[src/rtl/bda_pkg.sv]
`timescale 1ns / 1ps

package bda_pkg;

  // Width of the internal time arithmetic; all elapsed-time math wraps at this width.
  localparam int TIME_BITS = 32;

  // Fixed widths of the channel and configuration fields.
  localparam int TS_W    = 32;
  localparam int CFG_W   = 16;
  localparam int CFG_IDX = 2;
  localparam int EV_W    = 2;

  typedef logic [TIME_BITS-1:0] tstamp_t;
  typedef logic [CFG_W-1:0]     msec_t;
  typedef logic [EV_W-1:0]      event_t;
  typedef logic [CFG_IDX-1:0]   cfg_idx_t;

  // Event codes on the result channel.
  localparam event_t EV_NONE     = 2'd0;
  localparam event_t EV_PRESSED  = 2'd1;
  localparam event_t EV_RELEASED = 2'd2;
  localparam event_t EV_REPEAT   = 2'd3;

  // Configuration register indexes.
  localparam cfg_idx_t REG_REPEAT_ENABLE     = 2'd0;
  localparam cfg_idx_t REG_DEBOUNCE_INTERVAL = 2'd1;
  localparam cfg_idx_t REG_REPEAT_DELAY      = 2'd2;
  localparam cfg_idx_t REG_REPEAT_INTERVAL   = 2'd3;

  // Reset values of the configuration registers.
  localparam msec_t DEBOUNCE_RST     = 16'd20;
  localparam msec_t REPEAT_DELAY_RST = 16'd500;
  localparam msec_t REPEAT_IVL_RST   = 16'd100;

  // Current configuration as seen by the event logic.
  typedef struct packed {
    logic  repeat_enable;
    msec_t debounce_interval;
    msec_t repeat_delay;
    msec_t repeat_interval;
  } cfg_t;

  // Map the 32-bit timestamp onto the internal time width (truncate or zero-extend).
  function automatic tstamp_t to_tstamp(input logic [TS_W-1:0] ts);
    tstamp_t r;
    for (int i = 0; i < TIME_BITS; i++) begin
      r[i] = (i < TS_W) ? ts[i % TS_W] : 1'b0;
    end
    return r;
  endfunction

endpackage

[src/rtl/bda_in_if.sv]
`timescale 1ns / 1ps

// Sample channel: one raw button level and its timestamp per beat.
interface bda_in_if;
  logic                      valid;
  logic                      ready;
  logic                      raw_level;
  logic [bda_pkg::TS_W-1:0]  timestamp;

  modport source (output valid, output raw_level, output timestamp, input ready);
  modport sink   (input valid, input raw_level, input timestamp, output ready);
endinterface

// Event channel: one event code per beat.
interface bda_out_if;
  logic                 valid;
  logic                 ready;
  bda_pkg::event_t      event_code;

  modport source (output valid, output event_code, input ready);
  modport sink   (input valid, input event_code, output ready);
endinterface

[src/rtl/button_debounce_autorepeat.sv]
`timescale 1ns / 1ps

// Button debounce with auto-repeat.
// in_s carries one sample per beat: the raw button level (1 = pressed) and a
// wrapping millisecond timestamp. out_s returns exactly one event per sample:
// none, pressed, released or repeat, in sample order.
// cfg_we/cfg_index/cfg_wdata write the repeat enable (0), debounce interval (1),
// repeat delay (2) and repeat interval (3); write them only while no sample is
// in flight.
// A sample is taken into an input register, its event is formed by one pass of
// compare and add logic on the debounce state, and the event sits in an output
// register. out_s.valid rises when the sample moves on from the input register,
// which it does only once the output register is empty or being drained.
// Throughput is one sample per cycle while the receiver keeps out_s.ready high;
// the limit is the single state update per sample in the event logic.
// When the receiver stalls, the output register holds its event and the input
// register still takes one more sample; further samples wait on in_s.ready.
// Reset (rst_n low at a clock edge) empties both registers, clears the debounce
// state to released, and restores the configuration to its defaults.
module button_debounce_autorepeat (
  input  logic                      clk,
  input  logic                      rst_n,
  bda_in_if.sink                    in_s,
  bda_out_if.source                 out_s,
  input  logic                      cfg_we,
  input  bda_pkg::cfg_idx_t         cfg_index,
  input  logic [bda_pkg::CFG_W-1:0] cfg_wdata
);

  bda_pkg::cfg_t    cfg;
  logic             s1_valid_r;
  logic             s1_level_r;
  bda_pkg::tstamp_t s1_time_r;
  logic             out_valid_r;
  bda_pkg::event_t  out_code_r;
  logic             adv;
  logic             in_take;
  bda_pkg::event_t  ev;
  logic             stable_level;

  bda_cfg_regs u_cfg (
    .clk       (clk),
    .rst_n     (rst_n),
    .cfg_we    (cfg_we),
    .cfg_index (cfg_index),
    .cfg_wdata (cfg_wdata),
    .cfg       (cfg)
  );

  // The sample advances when the output register is empty or being drained.
  assign adv        = s1_valid_r && (!out_valid_r || out_s.ready);
  assign in_s.ready = !s1_valid_r || adv;
  assign in_take    = in_s.valid && in_s.ready;

  // Input register.
  always_ff @(posedge clk) begin
    if (!rst_n) begin
      s1_valid_r <= 1'b0;
    end else if (in_take) begin
      s1_valid_r <= 1'b1;
    end else if (adv) begin
      s1_valid_r <= 1'b0;
    end
  end

  always_ff @(posedge clk) begin
    if (in_take) begin
      s1_level_r <= in_s.raw_level;
      s1_time_r  <= bda_pkg::to_tstamp(in_s.timestamp);
    end
  end

  bda_core u_core (
    .clk          (clk),
    .rst_n        (rst_n),
    .adv          (adv),
    .level        (s1_level_r),
    .now          (s1_time_r),
    .cfg          (cfg),
    .event_code   (ev),
    .stable_level (stable_level)
  );

  // Output register.
  always_ff @(posedge clk) begin
    if (!rst_n) begin
      out_valid_r <= 1'b0;
    end else if (adv) begin
      out_valid_r <= 1'b1;
    end else if (out_s.ready) begin
      out_valid_r <= 1'b0;
    end
  end

  always_ff @(posedge clk) begin
    if (adv) begin
      out_code_r <= ev;
    end
  end

  assign out_s.valid      = out_valid_r;
  assign out_s.event_code = out_code_r;

  // An empty input register always takes a sample.
  a_in_ready: assert property (@(posedge clk) disable iff (!rst_n)
    !s1_valid_r |-> in_s.ready)
    else $error("input register empty but not ready");

  // A full pipeline with a stalled receiver keeps its pending sample.
  a_hold: assert property (@(posedge clk) disable iff (!rst_n)
    (s1_valid_r && out_valid_r && !out_s.ready) |=> s1_valid_r)
    else $error("pending sample lost during stall");

  // A press event leaves the stable level pressed; a release leaves it released.
  a_press: assert property (@(posedge clk) disable iff (!rst_n)
    (adv && ev == bda_pkg::EV_PRESSED) |=> stable_level)
    else $error("press event without stable press");

  a_release: assert property (@(posedge clk) disable iff (!rst_n)
    (adv && ev == bda_pkg::EV_RELEASED) |=> !stable_level)
    else $error("release event without stable release");

  // Repeats fire only while stably pressed with repeat enabled.
  a_repeat: assert property (@(posedge clk) disable iff (!rst_n)
    (adv && ev == bda_pkg::EV_REPEAT) |-> (stable_level && cfg.repeat_enable))
    else $error("repeat event while not held or repeat disabled");

endmodule

[src/rtl/bda_cfg_regs.sv]
`timescale 1ns / 1ps

module bda_cfg_regs (
  input  logic                      clk,
  input  logic                      rst_n,
  input  logic                      cfg_we,
  input  bda_pkg::cfg_idx_t         cfg_index,
  input  logic [bda_pkg::CFG_W-1:0] cfg_wdata,
  output bda_pkg::cfg_t             cfg
);

  logic           repeat_enable_r;
  bda_pkg::msec_t debounce_interval_r;
  bda_pkg::msec_t repeat_delay_r;
  bda_pkg::msec_t repeat_interval_r;

  // Register file with write-only access; every index of the port is a known register.
  always_ff @(posedge clk) begin
    if (!rst_n) begin
      repeat_enable_r     <= 1'b0;
      debounce_interval_r <= bda_pkg::DEBOUNCE_RST;
      repeat_delay_r      <= bda_pkg::REPEAT_DELAY_RST;
      repeat_interval_r   <= bda_pkg::REPEAT_IVL_RST;
    end else if (cfg_we) begin
      unique case (cfg_index)
        bda_pkg::REG_REPEAT_ENABLE:     repeat_enable_r     <= cfg_wdata[0];
        bda_pkg::REG_DEBOUNCE_INTERVAL: debounce_interval_r <= cfg_wdata;
        bda_pkg::REG_REPEAT_DELAY:      repeat_delay_r      <= cfg_wdata;
        bda_pkg::REG_REPEAT_INTERVAL:   repeat_interval_r   <= cfg_wdata;
        default: ;
      endcase
    end
  end

  assign cfg.repeat_enable     = repeat_enable_r;
  assign cfg.debounce_interval = debounce_interval_r;
  assign cfg.repeat_delay      = repeat_delay_r;
  assign cfg.repeat_interval   = repeat_interval_r;

endmodule

[src/rtl/bda_core.sv]
`timescale 1ns / 1ps

module bda_core (
  input  logic             clk,
  input  logic             rst_n,
  input  logic             adv,
  input  logic             level,
  input  bda_pkg::tstamp_t now,
  input  bda_pkg::cfg_t    cfg,
  output bda_pkg::event_t  event_code,
  output logic             stable_level
);

  logic             cand_level_r;
  bda_pkg::tstamp_t cand_start_r;
  logic             stable_level_r;
  bda_pkg::tstamp_t deadline_r;

  logic             cand_level_nxt;
  bda_pkg::tstamp_t cand_start_nxt;
  logic             stable_level_nxt;
  bda_pkg::tstamp_t deadline_nxt;

  bda_pkg::tstamp_t elapsed;
  bda_pkg::tstamp_t to_deadline;
  logic             held;
  logic             due;

  // A new raw level restarts the candidate timer at the current sample.
  assign cand_level_nxt = level;
  assign cand_start_nxt = (level != cand_level_r) ? now : cand_start_r;

  // Wrapped elapsed time against the debounce interval, and the deadline sign test.
  assign elapsed     = now - cand_start_nxt;
  assign held        = elapsed >= bda_pkg::TIME_BITS'(cfg.debounce_interval);
  assign to_deadline = now - deadline_r;
  assign due         = !to_deadline[bda_pkg::TIME_BITS-1];

  // An accepted level change takes priority over a repeat.
  always_comb begin
    stable_level_nxt = stable_level_r;
    deadline_nxt     = deadline_r;
    event_code       = bda_pkg::EV_NONE;
    priority if ((stable_level_r != level) && held) begin
      stable_level_nxt = level;
      if (level) begin
        if (cfg.repeat_enable) begin
          deadline_nxt = now + bda_pkg::TIME_BITS'(cfg.repeat_delay);
        end
        event_code = bda_pkg::EV_PRESSED;
      end else begin
        event_code = bda_pkg::EV_RELEASED;
      end
    end else if (stable_level_r && cfg.repeat_enable && due) begin
      deadline_nxt = now + bda_pkg::TIME_BITS'(cfg.repeat_interval);
      event_code   = bda_pkg::EV_REPEAT;
    end else begin
      event_code = bda_pkg::EV_NONE;
    end
  end

  // State moves only when the sample leaves the input register.
  always_ff @(posedge clk) begin
    if (!rst_n) begin
      cand_level_r   <= 1'b0;
      cand_start_r   <= '0;
      stable_level_r <= 1'b0;
      deadline_r     <= '0;
    end else if (adv) begin
      cand_level_r   <= cand_level_nxt;
      cand_start_r   <= cand_start_nxt;
      stable_level_r <= stable_level_nxt;
      deadline_r     <= deadline_nxt;
    end
  end

  assign stable_level = stable_level_r;

endmodule
[src/flat_wrapper.sv]
// flat-port wrapper written by rule: the top's interface ports become plain ports
module button_debounce_autorepeat_flat 
  (clk, rst_n, cfg_we, cfg_index, cfg_wdata, in_s_valid, in_s_raw_level, in_s_timestamp, in_s_ready, out_s_valid, out_s_event_code, out_s_ready);
  bda_in_if in_s_i ();
  bda_out_if out_s_i ();
  input  logic clk;
  input  logic rst_n;
  input  logic cfg_we;
  input  bda_pkg::cfg_idx_t cfg_index;
  input  logic [bda_pkg::CFG_W-1:0] cfg_wdata;
  input wire logic [$bits(in_s_i.valid)-1:0] in_s_valid;
  input wire logic [$bits(in_s_i.raw_level)-1:0] in_s_raw_level;
  input wire logic [$bits(in_s_i.timestamp)-1:0] in_s_timestamp;
  output wire logic [$bits(in_s_i.ready)-1:0] in_s_ready;
  output wire logic [$bits(out_s_i.valid)-1:0] out_s_valid;
  output wire logic [$bits(out_s_i.event_code)-1:0] out_s_event_code;
  input wire logic [$bits(out_s_i.ready)-1:0] out_s_ready;
  assign in_s_i.valid = in_s_valid;
  assign in_s_i.raw_level = in_s_raw_level;
  assign in_s_i.timestamp = in_s_timestamp;
  assign in_s_ready = in_s_i.ready;
  assign out_s_valid = out_s_i.valid;
  assign out_s_event_code = out_s_i.event_code;
  assign out_s_i.ready = out_s_ready;
  button_debounce_autorepeat u_core (.clk(clk), .rst_n(rst_n), .in_s(in_s_i), .out_s(out_s_i), .cfg_we(cfg_we), .cfg_index(cfg_index), .cfg_wdata(cfg_wdata));
endmodule
[config.mk]
export PLATFORM = sky130hd
export DESIGN_NAME = button_debounce_autorepeat_flat
export DESIGN_NICKNAME = d
export VERILOG_FILES = /design/src/rtl/bda_pkg.sv /design/src/rtl/bda_in_if.sv /design/src/rtl/button_debounce_autorepeat.sv /design/src/rtl/bda_cfg_regs.sv /design/src/rtl/bda_core.sv /design/src/flat_wrapper.sv
export SDC_FILE = /design/constraint.sdc
export NUM_CORES = 1
export LEC_CHECK = 0
export BUFFER_PORTS_ARGS = -buffer_cell sky130_fd_sc_hd__clkbuf_2
export CAP_MARGIN = 30
export CELL_PAD_IN_SITES_DETAIL_PLACEMENT = 1
export CELL_PAD_IN_SITES_GLOBAL_PLACEMENT = 1
export CORE_UTILIZATION = 47
export CTS_CLUSTER_DIAMETER = 80
export DETAILED_ROUTE_END_ITERATION = 12
export PLACE_DENSITY = 0.83
export SKIP_LAST_GASP = 1
export SYNTH_ARGS = -nofsm -noshare
export SYNTH_HDL_FRONTEND = slang
export SYNTH_SLANG_ARGS = --single-unit
export TNS_END_PERCENT = 5
[constraint.sdc]
create_clock -name clk -period 8.9 [get_ports clk]
set_clock_uncertainty 0.2 [all_clocks]
set_input_delay 1.78 -clock clk [delete_from_list [all_inputs] [get_ports clk]]
set_output_delay 1.78 -clock clk [all_outputs]
set_load 0.005 [all_outputs]
==> flow_summary.json, run 1 <==
{
  "fmax_ghz": 0.119,
  "drtAntennaViolNets": 0,
  "drtPass1Iterations": 5,
  "r2r-end": "u_core.u_core.deadline_r[31]",
  "met1_usage": 0.355,
  "dp_slack_ns": 0.0290,
  "fin_crit_ns": 8.39,
  "cpLargestDelayFamily": "simple AND/OR/NAND/NOR gates",
  "fill_cells": 2546,
  "grt_max_degree": 95,
  "routed_via_density": 5.92,
  "cp-end-kind": "flip-flop",
  "status": "complete, no violations",
  "cp.required_ns": 9.03,
  "antenna_found_initial": 0,
  "drt-initial-drc-count": 591,
  "gp_congestion": 0.897,
  "timing.rr.start": "u_core.s1_level_r",
  "worstPathMaxFanout": 14,
  "synth_area_leader_cell": "dfxtp_1",
  "cp_common_cell": "ha_1",
  "layout.nets": 1398,
  "cp.depth": 36,
  "critPathLaunch": "u_core.s1_level_r",
  "syn_inst": 1220,
  "critical_path_buf_inv_count": 2,
  "period_share": 0.943,
  "pin_count": 60,
  "clk_pin_slew_worst_paths_ns": 0.07,
  "clock_sinks": 152,
  "drive_gt1_frac": 0.116,
  "grt_pass1_wl_um": 48100,
  "die_area_um2": 22500,
  "worst_path_max_delay_cell": "edfxtp_1",
  "dpl.hpwl_um": 22300,
  "timing.critical_path.to": "u_core.u_core.deadline_r[31]",
  "row_count": 53,
  "numCtsBuffers": 17,
  "grt_pass1_vias": 9409,
  "power_leakage_nw": 4.98,
  "synth_edf_count": 35,
  "numPortBuffers": 59,
  "area_growth_syn_to_layout_pct": 11.2,
  "ys_warn_count": 0,
  "hold_slack_ns": 0.262,
  "gr-max-usage-layer": "met2",
  "worst_skew_pair.late_latency_ns": 0.44,
  "critPathKind": "reg -> reg",
  "syn_nets": 1360,
  "track_usage": 0.278,
  "fp.dieH_um": 150,
  "drc_errors": 0,
  "synthTopCellsByArea": "dfxtp_1, edfxtp_1, ha_1",
  "finalMaxSlewViolations": 0,
  "ir_drop_v": 0.000132,
  "rrSetupSlack_ns": 0.51,
  "gr-usage-met2": 0.469,
  "hold_viol": 0,
  "routedWlPerCell_um": 19.8,
  "wirelength_um": 30600,
  "cts_htree_levels": 4,
  "clockBufferDepth": 2,
  "grtUsageMet3": 0.0357,
  "start_kind": "flip-flop",
  "power_density_nw_per_um2": 175,
  "vias": 9150,
  "maxCapViolations": 0,
  "finalSetupTns_ns": 0,
  "synth_area_um2": 10300,
  "fin_ws_ns": 0.509,
  "cts_root_buffer": "clkbuf_16",
  "core-area_um2": 21200,
  "die_w_um": 150,
  "tightestPinTransition_ns": 0.909,
  "synth.distinct_cells": 75,
  "setup_violations": 0,
  "tritoncts": "done",
  "n_antenna_cell": 0,
  "gr-total-overflow": 0,
  "cpPeakStageDelay_ns": 0.55,
  "seq_area_frac_synth": 0.330,
  "initial_core_util": 0.484,
  "synth-seq-cells": 152,
  "synth_ff_type": "dfxtp_1",
  "synthDominantCellAreaShare": 0.228,
  "critical_path_arrival_ns": 8.52,
  "worstHoldPathType": "reg -> reg",
  "ys_async_sr_fraction": 0,
  "avgSynthCellArea_um2": 8.43,
  "relSlewSlack": 0.394,
  "r2r_cells": 36
}
-- cell families (layout without fill, tap and decap cells) --
| logic type | count (synthesis) | in the layout | share of synthesized area |
|---|---|---|---|
| mux | 71 | 71 | 0.0711 |
| xor+xnor | 55 | 55 | 0.0476 |
| flops | 152 | 152 | 0.330 |
| buf+inv | 122 | 173 | 0.0481 |
| simple gates | 438 | 438 | 0.189 |
| compound gates | 292 | 292 | 0.205 |
| fa+ha+maj | 90 | 90 | 0.109 |
-- stage by stage --
| stage | area [um2] | instances | utilization | power (mW) |
|---|---|---|---|---|
| final | 11400 | 1546 | 0.539 | 2.00 |
| after floorplan | 10300 | 1220 | - | 1.13 |
| after global routing | 11400 | 1546 | 0.539 | 2.08 |
| after CTS | 11400 | 1542 | 0.536 | 1.99 |
| after global placement | 10800 | 1509 | 0.508 | 1.25 |
| after detailed placement | 10800 | 1510 | 0.508 | 1.27 |
-- cell usage after synthesis, drive strengths merged, types with 3 or more instances --
library cell	number
o31ai	8
nor2	57
nor3	12
nand2	259
a2bb2oi	3
dfxtp	117
o2111ai	4
a211oi	15
and3	13
a21oi	46
o21a	16
nand3b	5
o21ai	50
a211o	5
edfxtp	35
a21o	27
nand3	19
o221ai	3
nor2b	20
a31oi	7
o211ai	7
mux2	16
mux2i	55
nand2b	17
ha	83
buf	14
inv	67
or2	3
maj3	6
xor2	23
o41ai	3
a21boi	50
and2	7
nor4	3
clkbuf	41
o211a	25
a2111oi	5
nand4	16
xnor2	32
-- per-layer routing --
metal	part of all wire	wire, um	up-vias
met5	0	0	-
met2	0.48	14800	202
met1	0.45	13800	4516
li1	-	-	4369
met3	0.034	1040	63
met4	0.032	977	0
-- worst min-delay path by stage --
stage                                            startpoint                           endpoint  slack (ns)  depth (start not counted)
after floorplan           u_core.u_cfg.repeat_interval_r[2]  u_core.u_cfg.repeat_interval_r[2]        0.23                          2
after global placement         u_core.u_core.deadline_r[22]       u_core.u_core.deadline_r[22]        0.25                          2
after detailed placement       u_core.u_core.deadline_r[10]       u_core.u_core.deadline_r[10]        0.25                          2
after CTS                      u_core.u_core.deadline_r[10]       u_core.u_core.deadline_r[10]        0.26                          2
after global routing            u_core.u_core.deadline_r[6]        u_core.u_core.deadline_r[6]        0.27                          2
final                          u_core.u_core.deadline_r[10]       u_core.u_core.deadline_r[10]        0.26                          2
-- timing repair --
item	4_1_cts	5_1_grt
buffers inserted	0	4
hold buffers	0	0
setup endpoints to repair	5	20
pin swaps	0	1
gates resized for setup	2	8
-- cells in the final DEF, fill, tap and decap left out, types with 15 or more instances in the layout --
master     count
ha_1          83
a21oi_1       44
dfxtp_1      117
buf_4         16
o21ai_0       44
mux2i_1       55
edfxtp_1      35
nor2b_1       19
a211oi_1      15
xor2_1        22
nand3_1       19
nand2b_1      17
mux2_2        16
nand4_1       15
nand2_1      257
o21a_1        16
a21o_1        27
xnor2_1       31
nor2_1        57
clkbuf_2      58
o211a_1       24
a21boi_0      50
inv_1         66
clkbuf_16     17
-- registers in the layout, summed over array words and instances (netlist names) --
name	count
u_core.s1_time_r	32
u_core.u_core.cand_start_r	32
u_core.u_core.deadline_r	32
u_core.u_cfg.debounce_interval_r	16
u_core.u_cfg.repeat_delay_r	16
u_core.u_cfg.repeat_interval_r	16
u_core.out_s.event_code	2
u_core.out_s.valid	1
u_core.s1_level_r	1
u_core.s1_valid_r	1
u_core.u_cfg.repeat_enable_r	1
u_core.u_core.cand_level_r	1
u_core.u_core.stable_level	1
-- cell type report --
cell class,instances,area (um2),share of cell area
repair buffers,74,410,0.0359
inverters,67,251,0.0220
well taps,275,344,0.0301
multi-input cells,946,6450,0.565
flip-flops and latches,152,3390,0.297
clock inverters,13,126,0.0111
clock buffers,19,453,0.0396
-- worst reg2reg max path, delay by kind of cell (launching register included) --
| family | cells | cell delay [ns] |
|---|---|---|
| adders and majority gates | 4 | 1.05 |
| and+or+nand+nor | 15 | 2.79 |
| xor gates and xnor gates | 3 | 0.60 |
| DFF | 1 | 0.55 |
| buffers and inverters | 2 | 0.32 |
| muxes | 2 | 0.52 |
| AOI/OAI and AO/OA | 10 | 2.28 |
-- power breakdown --
| group | internal [mW] | total [mW] | switching, mW |
|---|---|---|---|
| combinational | 0.203 | 0.504 | 0.301 |
| sequential | 0.735 | 0.770 | 0.0347 |
| clock | 0.386 | 0.722 | 0.336 |
| total | 1.32 | 2.00 | 0.672 |
(Power assumes the default switching activity.)
==> run 2: changes to the inputs <==
--- a/config.mk
+++ b/config.mk
@@ -5,11 +5,12 @@
 export SDC_FILE = /design/constraint.sdc
 export NUM_CORES = 1
 export LEC_CHECK = 0
+export ABC_AREA = 1
 export BUFFER_PORTS_ARGS = -buffer_cell sky130_fd_sc_hd__clkbuf_2
 export CAP_MARGIN = 30
-export CELL_PAD_IN_SITES_DETAIL_PLACEMENT = 1
+export CELL_PAD_IN_SITES_DETAIL_PLACEMENT = 0
 export CELL_PAD_IN_SITES_GLOBAL_PLACEMENT = 1
-export CORE_UTILIZATION = 47
+export CORE_UTILIZATION = 45
 export CTS_CLUSTER_DIAMETER = 80
 export DETAILED_ROUTE_END_ITERATION = 12
 export PLACE_DENSITY = 0.83
==> run 2 against run 1 <==
  * Synthesized cell count increased by 28%
  * Maximum frequency up 12%
  * Critical path depth increased by 8
  * Sequential power grew 2%
  * Sequential share of layout area is 0.79 points lower
  * Area after synthesis rose by 3.2%
  * Worst hold slack got worse by 0.015 ns
  * Critical endpoint is now u_core.u_core.deadline_r[26]
  * Largest power group unchanged
==> flow_summary.json, run 2 <==
{
  "syn_nets": 1700,
  "row_count": 55,
  "routed_via_density": 5.15,
  "cts_resized": 0,
  "drtPass1Iterations": 5,
  "antenna_found_initial": 0,
  "start_kind": "flip-flop",
  "power_density_nw_per_um2": 182,
  "die_area_um2": 24200,
  "dpl.hpwl_um": 22400,
  "tightestPinTransition_ns": 0.952,
  "fmax_ghz": 0.134,
  "clockBufferDepth": 2,
  "cp_common_cell": "nand2_1",
  "finalSetupTns_ns": 0,
  "n_antenna_cell": 0,
  "drive_gt1_frac": 0.0833,
  "synth_area_um2": 10600,
  "drtAntennaViolNets": 0,
  "synth_edf_count": 35,
  "ff_latch_area_um2": 3390,
  "avgSynthCellArea_um2": 6.80,
  "synthDominantCellAreaShare": 0.221,
  "maxCapViolations": 0,
  "numCtsBuffers": 17,
  "hold_viol": 0,
  "worst_path_max_delay_cell": "nand2_2",
  "ys_warn_count": 0,
  "worstHoldPathType": "reg -> reg",
  "fp.dieH_um": 156,
  "ys_async_sr_fraction": 0,
  "period_share": 0.839,
  "tritoncts": "done",
  "status": "complete, no violations",
  "critPathLaunch": "u_core.s1_level_r",
  "ir_drop_v": 0.000138,
  "grt_pass1_wl_um": 47800,
  "synth.distinct_cells": 44,
  "power_leakage_nw": 5.62,
  "drc_errors": 0,
  "area_growth_syn_to_layout_pct": 10.7,
  "dp_cells": 1889,
  "min_from": "u_core.u_cfg.repeat_delay_r[0]",
  "numPortBuffers": 59,
  "fill_cells": 2365,
  "synth_area_leader_cell": "dfxtp_1",
  "fin_crit_ns": 7.46,
  "yosys.cell_count.top_type": "nand2_1",
  "die_w_um": 156,
  "layout.cells.most_common_list": "nand2_1, inv_1, nor2_1, dfxtp_1, a21oi_1",
  "hold_slack_ns": 0.247,
  "cp-end-kind": "flip-flop",
  "relSlewSlack": 0.364,
  "rsz0062_at_grt": "false",
  "drt-initial-drc-count": 681,
  "initial_core_util": 0.464,
  "cts_root_buffer": "clkbuf_16",
  "placed_area_um2": 11100,
  "grt_pass1_vias": 9094,
  "finalMaxSlewViolations": 0,
  "core-area_um2": 22800,
  "setup_violations": 0,
  "pin_count": 60,
  "synth-seq-cells": 152,
  "instances_no_fill": 1922,
  "cts_hold_buf": 0,
  "gr-total-overflow": 0,
  "critical_path_arrival_ns": 7.59,
  "seq_area_frac_synth": 0.320,
  "clock_sinks": 152,
  "grt_max_degree": 102,
  "routedWlPerCell_um": 15.5,
  "yosys-top-cells-count": "nand2_1, inv_1, nor2_1",
  "cpPeakStageDelay_ns": 0.48,
  "fin_area_um2": 11700,
  "vias": 9907,
  "clk_pin_slew_worst_paths_ns": 0.07,
  "worstPathMaxFanout": 49,
  "synth_ff_type": "dfxtp_1",
  "multi_input_area_um2": 6010,
  "reg_top3": "u_core.s1_time_r: 32 flops, u_core.u_core.cand_start_r: 32 flops, u_core.u_core.deadline_r: 32 flops",
  "layout.nets": 1736,
  "syn_inst": 1560,
  "synthTopCellsByArea": "dfxtp_1, nand2_1, edfxtp_1",
  "cts_htree_levels": 4,
  "track_usage": 0.255,
  "final_common_cell": "nand2_1",
  "worst_skew_pair.late_latency_ns": 0.43,
  "post_cts_buffers": 0,
  "gp_congestion": 0.907,
  "wirelength_um": 29700,
  "cp.required_ns": 9.03,
  "timing.rr.start": "u_core.s1_level_r",
  "power_mw": 2.13,
  "critPathKind": "reg -> reg"
}
==> run 2: layer usage <==
metal | track usage | vias to the layer above | wire, um
li1 | - | 5164 | -
met1 | 0.373 | 4476 | 15100
met2 | 0.389 | 238 | 12800
met3 | 0.0353 | 29 | 1370
met4 | 0.0747 | 0 | 521
met5 | 0 | - | 0
==> run 2: final timing paths <==
check                                                       to  slack, ns  cells after the start
worst max-delay path              u_core.u_core.deadline_r[26]       1.44                     44
worst min-delay path            u_core.u_cfg.repeat_delay_r[0]       0.25                      2
worst max register to register    u_core.u_core.deadline_r[26]       1.44                     44
worst min register to register  u_core.u_cfg.repeat_delay_r[0]       0.25                      2
==> run 2: cells by family (layout without fill, tap and decap cells) <==
group,after synthesis,count (layout),synth area share
mux,13,13,0.0126
buf+inv,308,357,0.114
simple gates,679,679,0.274
fa+ha+maj,84,84,0.0998
flops,152,152,0.320
xor+xnor,47,47,0.0388
compound gates,277,277,0.142
==> run 2: area by class of cell <==
| class | instances | share of cell area |
|---|---|---|
| well taps | 313 | 0.0333 |
| clock buffers | 22 | 0.0441 |
| inverters | 258 | 0.0824 |
| clock inverters | 10 | 0.00767 |
| flip-flops and latches | 152 | 0.289 |
| repair buffers | 67 | 0.0320 |
| multi-input cells | 1100 | 0.512 |
==> run 2: power breakdown <==
group | switching [mW] | leakage, nW | internal [mW] | total, mW
Combinational | 0.387 | 4.02 | 0.208 | 0.595
Clock | 0.333 | 0.295 | 0.425 | 0.757
Sequential | 0.0350 | 1.30 | 0.747 | 0.782
==> run 2: critical path: cells and delay by family, from the launching register on <==
family / cells / cell delay, ns
AO/OA/AOI/OAI: 8 / 1.45
buffers and inverters: 2 / 0.51
AND/OR/NAND/NOR: 28 / 3.06
adder cells (fa/ha/maj): 3 / 0.88
XOR/XNOR: 2 / 0.37
multiplexers: 1 / 0.41
flip-flops: 1 / 0.45
==> run 2: through the flow <==
| step | util | worst slack, ns |
|---|---|---|
| after floorplan | - | 2.35 |
| after global placement | 0.486 | 1.66 |
| after detailed placement | 0.486 | 1.51 |
| after CTS | 0.513 | 1.50 |
| after global routing | 0.514 | 0.697 |
| final | 0.514 | 1.44 |
==> run 3: changes to the inputs <==
--- a/config.mk
+++ b/config.mk
@@ -10,10 +10,10 @@
 export CAP_MARGIN = 30
 export CELL_PAD_IN_SITES_DETAIL_PLACEMENT = 0
 export CELL_PAD_IN_SITES_GLOBAL_PLACEMENT = 1
-export CORE_UTILIZATION = 45
+export CORE_UTILIZATION = 41
 export CTS_CLUSTER_DIAMETER = 80
 export DETAILED_ROUTE_END_ITERATION = 12
-export PLACE_DENSITY = 0.83
+export PLACE_DENSITY = 0.8
 export SKIP_LAST_GASP = 1
 export SYNTH_ARGS = -nofsm -noshare
 export SYNTH_HDL_FRONTEND = slang
==> constraint.sdc (replaced) <==
create_clock -name clk -period 6.75 [get_ports clk]
set_clock_uncertainty 0.2 [all_clocks]
set_input_delay 1.35 -clock clk [delete_from_list [all_inputs] [get_ports clk]]
set_output_delay 1.35 -clock clk [all_outputs]
set_load 0.005 [all_outputs]
==> run 3 against run 2 <==
  * Combinational power is 37% higher
  * Critical path depth is 5 lower
  * Clock power is 28% higher
  * Register-to-register slack worse by 1.1 ns
  * Largest cell class unchanged
  * Count of clock-buffer cells in the layout is 3 lower
  * Total power is 32% higher
==> flow_summary.json, run 3 (same netlist as run 2, synthesis figures left out) <==
{
  "core-area_um2": 25300,
  "layout.cells.most_common_list": "nand2_1, inv_1, nor2_1, dfxtp_1, a21oi_1",
  "gp_congestion": 0.912,
  "drive_gt1_frac": 0.0990,
  "critPathLaunch": "u_core.s1_level_r",
  "gr-max-usage-layer": "met2",
  "finalMaxSlewViolations": 0,
  "period_share": 0.945,
  "routedWlPerCell_um": 15.4,
  "grtUsageMet3": 0.0267,
  "clock_sinks": 152,
  "cp.required_ns": 6.88,
  "power_mw": 2.82,
  "rsz0062_at_grt": "true",
  "drt-initial-drc-count": 649,
  "n_antenna_cell": 0,
  "die_w_um": 163,
  "gr-total-overflow": 0,
  "r2r-end": "u_core.u_core.deadline_r[27]",
  "met1_usage": 0.337,
  "vias": 9958,
  "area_growth_syn_to_layout_pct": 12.7,
  "row_count": 58,
  "drtPass1Iterations": 6,
  "cp.depth": 39,
  "dp_cells": 1922,
  "cp-end-kind": "flip-flop",
  "cp_common_cell": "nand2_1",
  "hold_viol": 0,
  "r2r_cells": 39,
  "layout.nets": 1753,
  "routed_via_density": 5.09,
  "status": "complete, no violations",
  "wirelength_um": 30200,
  "ff_latch_area_um2": 3390,
  "final_common_cell": "nand2_1",
  "die_area_um2": 26500,
  "hold_slack_ns": 0.249,
  "power_density_nw_per_um2": 236,
  "cts_hold_buf": 0,
  "critPathKind": "reg -> reg",
  "fin_ws_ns": 0.369,
  "critical_path_arrival_ns": 6.51,
  "timing.critical_path.to": "u_core.u_core.deadline_r[27]",
  "antenna_found_initial": 0,
  "worstPathMaxFanout": 9,
  "dpl.hpwl_um": 23400,
  "clockBufferDepth": 2,
  "worstHoldPathType": "reg -> reg",
  "worst_skew_pair.late_latency_ns": 0.43,
  "multi_input_area_um2": 6060,
  "critical_path_buf_inv_count": 3,
  "cts_root_buffer": "clkbuf_16",
  "cpPeakStageDelay_ns": 0.38,
  "timing.rr.start": "u_core.s1_level_r",
  "drc_errors": 0,
  "initial_core_util": 0.420,
  "worst_path_max_delay_cell": "edfxtp_1",
  "numCtsBuffers": 17,
  "fill_cells": 2698,
  "gr-usage-met2": 0.365,
  "dp_slack_ns": 0.0844,
  "ir_drop_v": 0.000135,
  "rrSetupSlack_ns": 0.37,
  "numPortBuffers": 59,
  "tightestPinTransition_ns": 0.941,
  "relSlewSlack": 0.371,
  "maxCapViolations": 0,
  "setup_violations": 0,
  "grt_pass1_vias": 9274,
  "cts_htree_levels": 4,
  "grt_max_degree": 101,
  "track_usage": 0.234,
  "fp.dieH_um": 163,
  "finalSetupTns_ns": 0,
  "reg_top3": "u_core.s1_time_r: 32 flops, u_core.u_core.cand_start_r: 32 flops, u_core.u_core.deadline_r: 32 flops",
  "drtAntennaViolNets": 0,
  "clk_pin_slew_worst_paths_ns": 0.07,
  "power_leakage_nw": 5.71,
  "instances_no_fill": 1956,
  "grt_pass1_wl_um": 48100,
  "fmax_ghz": 0.157,
  "pin_count": 60,
  "start_kind": "flip-flop",
  "cpLargestDelayFamily": "simple AND/OR/NAND/NOR gates",
  "fin_crit_ns": 6.38,
  "tritoncts": "done"
}
run 3: cell count changes in the layout (fill, tap and decap cells not counted), sizes merged:
cell      before  now
inv          263  268
clkinv         3    2
clkinvlp       2    1
buf            9   26
clkbuf        80   77
run 3: worst min-delay path by stage:
stage | startpoint | endpoint | slack [ns] | depth (start not counted)
detailed placement | u_core.u_cfg.repeat_delay_r[12] | u_core.u_cfg.repeat_delay_r[12] | 0.24 | 2
global route | u_core.u_cfg.repeat_delay_r[10] | u_core.u_cfg.repeat_delay_r[10] | 0.27 | 2
global placement | u_core.u_cfg.repeat_delay_r[12] | u_core.u_cfg.repeat_delay_r[12] | 0.23 | 2
floorplan | u_core.u_cfg.repeat_interval_r[2] | u_core.u_cfg.repeat_interval_r[2] | 0.22 | 2
finish | u_core.u_cfg.repeat_delay_r[14] | u_core.u_cfg.repeat_delay_r[14] | 0.25 | 2
CTS | u_core.u_cfg.repeat_delay_r[12] | u_core.u_cfg.repeat_delay_r[12] | 0.25 | 2
run 3: worst register-to-register path, delay by kind of cell, from the launching register on:
| family | cells | cell delay, ns |
|---|---|---|
| buf+inv | 3 | 0.28 |
| mux | 2 | 0.62 |
| simple gates | 21 | 2.20 |
| flops | 1 | 0.38 |
| xor+xnor | 2 | 0.32 |
| fa+ha+maj | 3 | 0.96 |
| compound gates | 8 | 1.33 |
run 3: where the power goes:
group | total, mW | leakage [nW] | internal, mW | switching [mW]
combinational | 0.816 | 4.12 | 0.297 | 0.519
clock | 0.971 | 0.293 | 0.532 | 0.440
sequential | 1.03 | 1.30 | 0.985 | 0.0458
run 3: what timing repair did:
action / in CTS / in global routing
gates resized for setup: 0 / 16
buffers inserted: 0 / 1
setup endpoints to repair: 0 / 21
run 3: cell type report:
cell class	count	share of cell area
multi-input cells	1100	0.507
repair buffers	84	0.0445
flip-flops and latches	152	0.284
clock inverters	13	0.00963
clock buffers	19	0.0398
well taps	330	0.0345
inverters	258	0.0810
run 3: per-layer routing:
metal,wire (um),part of all wire
met1,15200,0.50
met2,13400,0.44
met3,1210,0.040
met4,378,0.013
met5,0,0
run 3: metrics by stage:
| stage | utilization | instance area [um2] |
|---|---|---|
| 6_report | 0.473 | 12000 |
| 2_1_floorplan | - | 10600 |
| 3_5_place_dp | 0.447 | 11300 |
| 4_1_cts | 0.470 | 11900 |
| 5_1_grt | 0.473 | 12000 |
| 3_3_place_gp | 0.447 | 11300 |
